--- config.mk ---
export PLATFORM = sky130hd
export DESIGN_NAME = sdr_cell
export DESIGN_NICKNAME = d
export VERILOG_FILES = /design/src/hdl/stream_duplicate_remover_core_defines.svh /design/src/hdl/sdr_pkg.sv /design/src/hdl/sdr_cell.sv
export SDC_FILE = /design/constraint.sdc
export NUM_CORES = 1
export LEC_CHECK = 0
export BUFFER_PORTS_ARGS = -buffer_cell sky130_fd_sc_hd__buf_2
export CELL_PAD_IN_SITES_DETAIL_PLACEMENT = 1
export CELL_PAD_IN_SITES_GLOBAL_PLACEMENT = 1
export CORE_MARGIN = 2
export CORE_UTILIZATION = 37
export DETAILED_ROUTE_END_ITERATION = 10
export PLACE_DENSITY = 0.85
export SLEW_MARGIN = 20
export SYNTH_ARGS = -nofsm -noshare
export SYNTH_HDL_FRONTEND = slang
export SYNTH_SLANG_ARGS = --single-unit
--- constraint.sdc ---
create_clock -name i_clk -period 2.95 [get_ports i_clk]
set_input_delay 0.59 -clock i_clk [delete_from_list [all_inputs] [get_ports i_clk]]
set_output_delay 0.59 -clock i_clk [all_outputs]
set_load 0.01 [all_outputs]
--- src/hdl/stream_duplicate_remover_core_defines.svh ---
// Assertion macros shared by the duplicate remover.
`ifndef STREAM_DUPLICATE_REMOVER_CORE_DEFINES_SVH
`define STREAM_DUPLICATE_REMOVER_CORE_DEFINES_SVH

// Implication checked at every rising clock edge outside reset.
`define SDR_ASSERT_IMPLY(label, clk, rst_n, ante, cons) \
    label: assert property (@(posedge clk) disable iff (!rst_n) (ante) |-> (cons)) \
        else $error("duplicate remover implication check failed");

// Condition that must hold at every rising clock edge outside reset.
`define SDR_ASSERT_ALWAYS(label, clk, rst_n, expr) \
    label: assert property (@(posedge clk) disable iff (!rst_n) (expr)) \
        else $error("duplicate remover invariant check failed");

`endif

--- src/hdl/sdr_pkg.sv ---
`timescale 1ns / 1ps

package sdr_pkg;

    localparam int VALUE_W         = 32;
    localparam int COUNT_W         = 8;
    localparam int MAX_ENTRIES_DEF = 128;

    localparam logic KIND_NEW = 1'b0;
    localparam logic KIND_END = 1'b1;

    // Outcome of a search as it walks down the row of cells.
    typedef enum logic [1:0] {
        ST_SEARCH,
        ST_NEW,
        ST_DUP
    } t_status;

    typedef struct packed {
        logic                      vld;
        t_status                   st;
        logic signed [VALUE_W-1:0] val;
    } t_token;

endpackage

--- src/hdl/sdr_cell.sv ---
`timescale 1ns / 1ps

module sdr_cell #(
    parameter int CELL_IDX = 0,
    parameter int IDX_W    = 7,
    parameter int CNT_W    = 8
) (
    input  logic               i_clk,
    input  logic               i_rst_n,
    input  logic [CNT_W-1:0]   i_count,
    input  sdr_pkg::t_token    i_tok,
    input  logic [IDX_W-1:0]   i_pos,
    output sdr_pkg::t_token    o_tok,
    output logic [IDX_W-1:0]   o_pos
);

    localparam logic [CNT_W-1:0] IdxCnt = CNT_W'(CELL_IDX);
    localparam logic [IDX_W-1:0] IdxPos = IDX_W'(CELL_IDX);

    logic signed [sdr_pkg::VALUE_W-1:0] r_entry;
    sdr_pkg::t_token                    r_tok;
    sdr_pkg::t_token                    n_tok;
    logic [IDX_W-1:0]                   r_pos;
    logic [IDX_W-1:0]                   n_pos;
    logic                               w_occupied;
    logic                               w_store;

    // The entry holds a value of the current list only below the kept count.
    assign w_occupied = (IdxCnt < i_count);

    always_comb begin
        n_tok   = i_tok;
        n_pos   = i_pos;
        w_store = 1'b0;
        if (i_tok.vld && (i_tok.st == sdr_pkg::ST_SEARCH)) begin
            if (w_occupied) begin
                if (r_entry == i_tok.val) begin
                    n_tok.st = sdr_pkg::ST_DUP;
                end
            end else begin
                w_store  = 1'b1;
                n_tok.st = sdr_pkg::ST_NEW;
                n_pos    = IdxPos;
            end
        end
    end

    // Only the valid bit is reset; the payload is qualified by it.
    always_ff @(posedge i_clk) begin
        if (!i_rst_n) begin
            r_tok.vld <= 1'b0;
        end else begin
            r_tok.vld <= n_tok.vld;
        end
        r_tok.st  <= n_tok.st;
        r_tok.val <= n_tok.val;
        r_pos     <= n_pos;
        if (w_store) begin
            r_entry <= i_tok.val;
        end
    end

    assign o_tok = r_tok;
    assign o_pos = r_pos;

endmodule

==> results.toml, run 1 <==
[logic_synthesis]
syn_nets = 185
avgSynthCellArea_sq_um = 17.0
synth_top_flop_cell = "dfxtp_1"
yosysMostFrequentCell = "dfxtp_1"
async_reset_ff_share_pct = 0
ys_warn_count = 0
syn_area_sq_mm = 0.00226
synth-edff-count = 32
synth_cell_type_count = 16
yosysSeqAreaShare_pct = 79.6
synth.top_cells.by_count = "42 x dfxtp_1, 32 x edfxtp_1, 30 x xnor2_1, 8 x and2_1, 6 x nand4_1"
synthDominantCellAreaShare_pct = 42.4
ys_seq_elements = 74
synth_area_leaders = "edfxtp_1 42%, dfxtp_1 37%, xnor2_1 12%"
yosysTopAreaCell = "edfxtp_1"
syn_inst = 133

[sta]
hold-worst-slack_ps = 392
tightest_slew_ps = 366
drv_slew = 0
skew_ps = 7.06
finalCriticalPeriod_ps = 1960
slew-limit-headroom_pct = 75.5
fmax_mhz = 509
hold_viol = 0
rsz0062_at_grt = "no"
timing.final.crit_share_pct = 66.6
fin_setup_tns_ps = 0
finalSetupViolCount = 0

[placed_design]
dpl.hpwl_microns = 3730
routabilityCongestion = 0.690
io_buffers = 93

[detailed_routing]
wl_microns = 4930
vias_per_cell = 4.46
ant_nets = 0
wl_per_cell_microns = 15.5
vias = 1419
dr.pass1.iters = 4
drcViolationCount = 0
drt_iter0_markers = 54

[worst_setup_path]
cp-end-kind = "register"
worstPathArrival_ps = 2000
worst-endpoint-required_ps = 2980
setup.worst_path.class = "input port to register"
setup.worst_path.start_class = "input port"
cp_max_fo = 28

[clock_tree]
cts_tree = "yes"
cts.sinks = 74
post-cts-setup-buffers = 0
h-tree-depth = 3
cts_hold_buf = 0
insertion_delay_ps = 340
clk_path_buf_depth = 2
numCtsBuffers = 9
cts_resized = 0
cts_root_buf = "clkbuf_8"
clk_pin_slew_ps = 80

[final_layout]
drive_above_1_share_pct = 45.7
area_growth_pct = 32.8
nNetsFinal = 290
diodes = 0
postLayoutCoreUtil_pct = 50.8

[die]
fp-row-count = 28
start_util_pct = 38.3
dieHeight_microns = 82.2
ios = 94
dieArea_sq_mm = 0.00676
core-area_sq_mm = 0.00592
die_x_microns = 82.2

[power_and_ir_drop]
p_per_area_mw_per_mm2 = 632
vdd_drop_max_mv = 0.298
leakagePower_nw = 1.23

[hold_path]
min-delay-path-class = "input port to register"

[global_route]
grt_pass1_wl_microns = 7670
antenna_found_initial = 0
grt_max_degree = 29
grt_usage_pct = 16.0
grt_pass1_vias = 1483
globalRouteOverflowTotal = 0

[job]
drv_cap = 0

[status]
status = "completed"
metal layers:
metal | share of wire [%] | vias to the layer above | track usage, %
met5 | 0 | - | 0
met2 | 52 | 58 | 27.7
met1 | 40 | 679 | 18.2
li1 | - | 672 | -
met3 | 5.6 | 10 | 3.04
met4 | 2.6 | 0 | 10.0
through the flow:
step	area (sq um)	cells	total power, mW	worst slack (ps)
2_1_floorplan	2260	133	1.17	563
3_3_place_gp	2840	302	1.25	726
3_5_place_dp	2840	302	1.26	651
4_1_cts	3010	318	1.93	1000
5_1_grt	3010	318	1.98	934
6_report	3010	318	1.90	985
sequential cells by signal, summed over array words and instances (netlist names):
register  count
o_pos         7
o_tok        35
r_entry      32
cells by family after synthesis:
| group | Yosys count | share of synthesized area, % |
|---|---|---|
| compound gates | 1 | 0.442 |
| xor+xnor | 32 | 12.4 |
| buf+inv | 1 | 0.166 |
| flops | 74 | 79.6 |
| simple gates | 25 | 7.46 |
area by class of cell:
type	instances	area, sq um
timing repair buffer	94	485
inverter	1	3.75
clock inverter	3	15.0
sequential	74	1800
fill	637	2910
multi-input combinational	58	459
clock buffer	13	149
tap	75	93.8
final timing paths:
check / from / to / slack, ps / cells past startpoint
max: i_count[3] / r_entry[2]$_DFFE_PP_ / 990 / 6
min: i_tok[30] / o_tok[30]$_DFF_P_ / 390 / 1
max reg2reg: r_entry[4]$_DFFE_PP_ / o_tok[33]$_DFF_P_ / 1650 / 4
min reg2reg: r_entry[0]$_DFFE_PP_ / o_tok[33]$_DFF_P_ / 650 / 2
where the power goes:
group          switching (mW)  internal [mW]
clock network           0.341          0.325
logic                  0.0651         0.0639
registers             0.00690           1.10
worst max-delay path, cell delays in order:
cell     delay (ps)
buf_2           100
or4_4           540
nor2_4          140
nand2_2         120
inv_1           270
buf_12          240
placed cells by master, fill, tap and decap left out, types with 2 or more instances in the layout:
master,instances
and2_1,8
buf_2,93
clkbuf_1,3
clkbuf_8,10
clkinv_2,3
dfxtp_1,42
edfxtp_1,32
nand3_1,2
nand4_1,6
nor4_1,2
or4_4,2
xnor2_1,30
xor2_1,2
Power figures use the tool's default switching activity.
==> run 2, diff against run 1 <==
--- a/config.mk
+++ b/config.mk
@@ -9,9 +9,9 @@
 export CELL_PAD_IN_SITES_DETAIL_PLACEMENT = 1
 export CELL_PAD_IN_SITES_GLOBAL_PLACEMENT = 1
 export CORE_MARGIN = 2
-export CORE_UTILIZATION = 37
+export CORE_UTILIZATION = 33
 export DETAILED_ROUTE_END_ITERATION = 10
-export PLACE_DENSITY = 0.85
+export PLACE_DENSITY = 0.81
 export SLEW_MARGIN = 20
 export SYNTH_ARGS = -nofsm -noshare
 export SYNTH_HDL_FRONTEND = slang
==> constraint.sdc (replaced) <==
create_clock -name i_clk -period 1.7 [get_ports i_clk]
set_input_delay 0.34 -clock i_clk [delete_from_list [all_inputs] [get_ports i_clk]]
set_output_delay 0.34 -clock i_clk [all_outputs]
set_load 0.01 [all_outputs]
==> results.toml, run 2 (synthesis gave the netlist of run 1 again) <==
[status]
status = "completed"

[power_and_ir_drop]
leakagePower_nw = 1.28
p_per_area_mw_per_mm2 = 1160
total_power_mw = 3.62
vdd_drop_max_mv = 0.664

[die]
start_util_pct = 33.7
fp-row-count = 30
dieHeight_microns = 86.8
dieArea_sq_mm = 0.00754
core-area_sq_mm = 0.00672
die_x_microns = 86.8
ios = 94

[detailed_routing]
vias = 1382
wl_microns = 4520
wl_per_cell_microns = 13.8
ant_nets = 0
vias_per_cell = 4.21
drt_iter0_markers = 58
drcViolationCount = 0
dr.pass1.iters = 2

[worst_setup_path]
reg2reg_to = "o_tok[33]$_DFF_P_"
setup.worst_path.class = "input port to register"
worst-endpoint-required_ps = 1750
cp_max_fo = 7
setup.worst_path.start_class = "input port"
slowest_delay_ps = 530
cp-end-kind = "register"
path_buf_inv = 3
worstPathArrival_ps = 1490
worst-r2r-cell-count = 4
slowest_stage = "or4_4"
rrSetupSlack_ps = 420
path_cells = "buf_2 > or4_4 > nor2_4 > nand2_4 > clkinvlp_4 > buf_4"
critPathTopFamily = "simple AND/OR/NAND/NOR gates"
rr_startpoint = "r_entry[12]$_DFFE_PP_"
critPathLaunch = "i_count[3]"

[placed_design]
place_inst = 312
dpl.hpwl_microns = 3440
io_buffers = 93
routabilityCongestion = 0.688
dp_slack_ps = -100

[clock_tree]
cts.sinks = 74
clk_pin_slew_ps = 80
clk_path_buf_depth = 2
cts_root_buf = "clkbuf_8"
cts_tree = "yes"
insertion_delay_ps = 340
cts_resized = 0
numCtsBuffers = 9
cts_hold_buf = 0
post-cts-setup-buffers = 0
h-tree-depth = 3

[hold_path]
hp-start = "i_tok[7]"
min-delay-path-class = "input port to register"
hold_depth = 1
hold_end = "o_tok[7]$_DFF_P_"

[sta]
fmax_mhz = 694
finalSetupViolCount = 0
hold_viol = 0
drv_slew = 0
slew-limit-headroom_pct = 78.8
skew_ps = 5.45
finalCriticalPeriod_ps = 1440
rsz0062_at_grt = "no"
fin_ws_ps = 258
timing.final.crit_share_pct = 84.8
fin_setup_tns_ps = 0
tightest_slew_ps = 315

[global_route]
grt_pass1_vias = 1427
antenna_found_initial = 0
globalRouteOverflowTotal = 0
grt_usage_pct = 12.6
grt_pass1_wl_microns = 6910
grt_max_degree = 16

[final_layout]
regArea_sq_mm = 0.00180
final_cells = 328
most-common-layout-cells = "93 x buf_2, 42 x dfxtp_1, 32 x edfxtp_1, 30 x xnor2_1, 10 x clkbuf_8"
diodes = 0
nNetsFinal = 295
largest_register_ffs = 35
multi_input_area_sq_um = 464
fillers = 722
final_common_cell = "buf_2"
drive_above_1_share_pct = 48.0
area_growth_pct = 38.1

[job]
drv_cap = 0
run 2: final cells by class:
class,count,area share (%)
Clock buffer,11,4.52
Timing Repair Buffer,99,17.1
Multi-Input combinational cell,58,14.8
Clock inverter,5,2.48
Tap cell,80,3.20
Sequential cell,74,57.6
Inverter,1,0.240
run 2: metrics by stage:
step,utilization (%),instance area [sq um],hold slack [ps]
floorplan,-,2270,368
global placement,43.3,2910,486
detailed placement,43.3,2910,485
CTS,46.6,3130,115
global route,46.6,3130,111
finish,46.6,3130,130
run 2: metal layers:
| metal | share of wire (%) | global-route usage, % |
|---|---|---|
| met5 | 0 | 0 |
| met4 | 1.2 | 5.54 |
| met3 | 7.3 | 5.24 |
| met2 | 48 | 19.5 |
| met1 | 44 | 15.3 |
run 2: how the worst max path moves through the flow:
| stage | end | slack, ps | cells after the start |
|---|---|---|---|
| 2_1_floorplan | r_entry[0]$_DFFE_PP_ | -140 | 4 |
| 3_3_place_gp | r_entry[5]$_DFFE_PP_ | -80 | 6 |
| 3_5_place_dp | r_entry[16]$_DFFE_PP_ | -100 | 6 |
| 4_1_cts | r_entry[15]$_DFFE_PP_ | 260 | 6 |
| 5_1_grt | r_entry[12]$_DFFE_PP_ | 230 | 6 |
| 6_report | r_entry[27]$_DFFE_PP_ | 260 | 6 |
run 2: report_power, final:
group          internal (mW)  switching [mW]  total, mW
registers               1.90          0.0116       1.91
clock network          0.862           0.626       1.49
logic                  0.112           0.109      0.221
total                   2.88           0.747       3.62
==> run 3, diff against run 2 <==
==> constraint.sdc (replaced) <==
create_clock -name i_clk -period 1.18 [get_ports i_clk]
set_input_delay 0.236 -clock i_clk [delete_from_list [all_inputs] [get_ports i_clk]]
set_output_delay 0.236 -clock i_clk [all_outputs]
set_load 0.01 [all_outputs]
==> results.toml, run 3 (synthesis gave the netlist of run 1 again) <==
[clock_tree]
numCtsBuffers = 9
clk_path_buf_depth = 2
clk_pin_slew_ps = 70
h-tree-depth = 3
cts_root_buf = "clkbuf_8"
cts.sinks = 74
cts_hold_buf = 0
insertion_delay_ps = 340
cts_tree = "yes"

[power_and_ir_drop]
p_sw_mw = 1.02
vdd_drop_max_mv = 0.744
p_clk_share_pct = 37.7
internal_power_mw = 3.95
total_power_mw = 4.97
combPwrFrac_pct = 6.9
sequentialPowerShare_pct = 55.4
power_switching_share_pct = 20.5
p_per_area_mw_per_mm2 = 1570
leakagePower_nw = 1.31

[die]
start_util_pct = 33.7
core-area_sq_mm = 0.00672
ios = 94
dieHeight_microns = 86.8
dieArea_sq_mm = 0.00754
die_x_microns = 86.8
fp-row-count = 30

[detailed_routing]
ant_nets = 0
vias = 1437
drcViolationCount = 0
drt_iter0_markers = 46
wl_microns = 4560
wl_per_cell_microns = 13.6
dr.pass1.iters = 4
vias_per_cell = 4.29

[final_layout]
diodes = 0
area_growth_pct = 40.3
multi_input_area_sq_um = 484
drive_above_1_share_pct = 49.8
final_common_cell = "buf_2"
nNetsFinal = 302
regArea_sq_mm = 0.00180
final_area_sq_mm = 0.00318
most-common-layout-cells = "92 x buf_2, 42 x dfxtp_1, 32 x edfxtp_1, 29 x xnor2_1, 11 x buf_4"
largest_register_ffs = 35
fillers = 694

[worst_setup_path]
worstPathArrival_ps = 1380
setup.worst_path.start_class = "input port"
path_cells = "buf_6 > or4_4 > nor2_4 > nand2_4 > clkinvlp_4 > buf_12"
worst-endpoint-required_ps = 1230
reg2reg_to = "o_tok[33]$_DFF_P_"
crit_end = "r_entry[10]$_DFFE_PP_"
critPathLaunch = "i_count[7]"
slowest_stage = "or4_4"
rr_startpoint = "r_entry[2]$_DFFE_PP_"
rrSetupSlack_ps = 0
worst-r2r-cell-count = 4
slowest_delay_ps = 530
path_buf_inv = 3
critPathTopFamily = "simple AND/OR/NAND/NOR gates"
setup.worst_path.class = "input port to register"
cp-end-kind = "register"
cp.depth = 6
cp_max_fo = 17

[job]
drv_cap = 0

[placed_design]
routabilityCongestion = 0.741
io_buffers = 93
dpl.hpwl_microns = 3500
place_area_sq_mm = 0.00295

[sta]
hold_viol = 0
tightest_slew_ps = 238
finalSetupViolCount = 33
timing.final.crit_share_pct = 113
skew_ps = 4.28
fmax_mhz = 749
fin_ws_ps = -156
finalCriticalPeriod_ps = 1340
rsz0062_at_grt = "yes"
slew-limit-headroom_pct = 84.0
drv_slew = 0

[hold_path]
min-delay-path-class = "input port to register"
hold_depth = 1

[status]
status = "complete, but fails checks"
violations = "negative setup slack"

[global_route]
globalRouteOverflowTotal = 0
grt_usage_pct = 12.7
grt_pass1_vias = 1426
antenna_found_initial = 0
grt_pass1_wl_microns = 6980
grt_max_degree = 18
## run 3: changes by cell type in the layout (fill, tap and decap cells not counted)
cell	previous run	this run
buf_2	93	92
buf_4	4	11
buf_6	0	1
bufinv_16	2	1
clkbuf_1	1	3
clkinvlp_4	2	1
nor4_1	2	0
nor4_2	0	2
xnor2_1	30	29
xnor2_2	0	1
## run 3: per-layer routing
layer  up-vias  track usage (%)  routed length, microns
li1        699                -                       -
met1       675             14.7                    1830
met2        53             20.3                    2320
met3        10             5.14                     311
met4         0             6.39                      98
met5         -                0                       0
## run 3: cell type report
type | instances | area share, %
Sequential cell | 74 | 56.7
Timing Repair Buffer | 106 | 18.7
Inverter | 1 | 0.236
Clock inverter | 3 | 1.26
Clock buffer | 13 | 4.69
Tap cell | 80 | 3.15
Multi-Input combinational cell | 58 | 15.2
## run 3: repair_timing
action / 4_1_cts / 5_1_grt
setup endpoints to repair: 33 / 33
pin swaps: 6 / 1
resized for setup: 3 / 1
buffers inserted: 1 / 1
## run 3: worst min-delay path by stage
stage                    from                 to
floorplan            i_tok[0]   o_tok[0]$_DFF_P_
global placement    i_tok[19]  o_tok[19]$_DFF_P_
detailed placement  i_tok[19]  o_tok[19]$_DFF_P_
CTS                 i_tok[20]  o_tok[20]$_DFF_P_
global route        i_tok[20]  o_tok[20]$_DFF_P_
finish              i_tok[20]  o_tok[20]$_DFF_P_
## run 3: power by group through the flow
stage | logic [mW] | registers [mW] | clock network, mW
after floorplan | 0.0691 | 2.86 | 0
after global placement | 0.333 | 2.81 | 0
after detailed placement | 0.342 | 2.82 | 0
after CTS | 0.347 | 2.76 | 1.94
after global routing | 0.375 | 2.76 | 2.04
final | 0.341 | 2.76 | 1.88
## run 3: stage by stage
step                      hold WS, ps  instances  worst slack (ps)  TNS (ps)  utilization [%]
after global routing             20.8        335              -162     -5090             47.3
final                            36.7        335              -156     -4810             47.3
after CTS                        19.9        334              -138     -4270             47.1
after floorplan                   264        133              -555    -18420                -
after detailed placement          381        317              -522    -19500             43.9
after global placement            379        317              -490    -18260             43.9
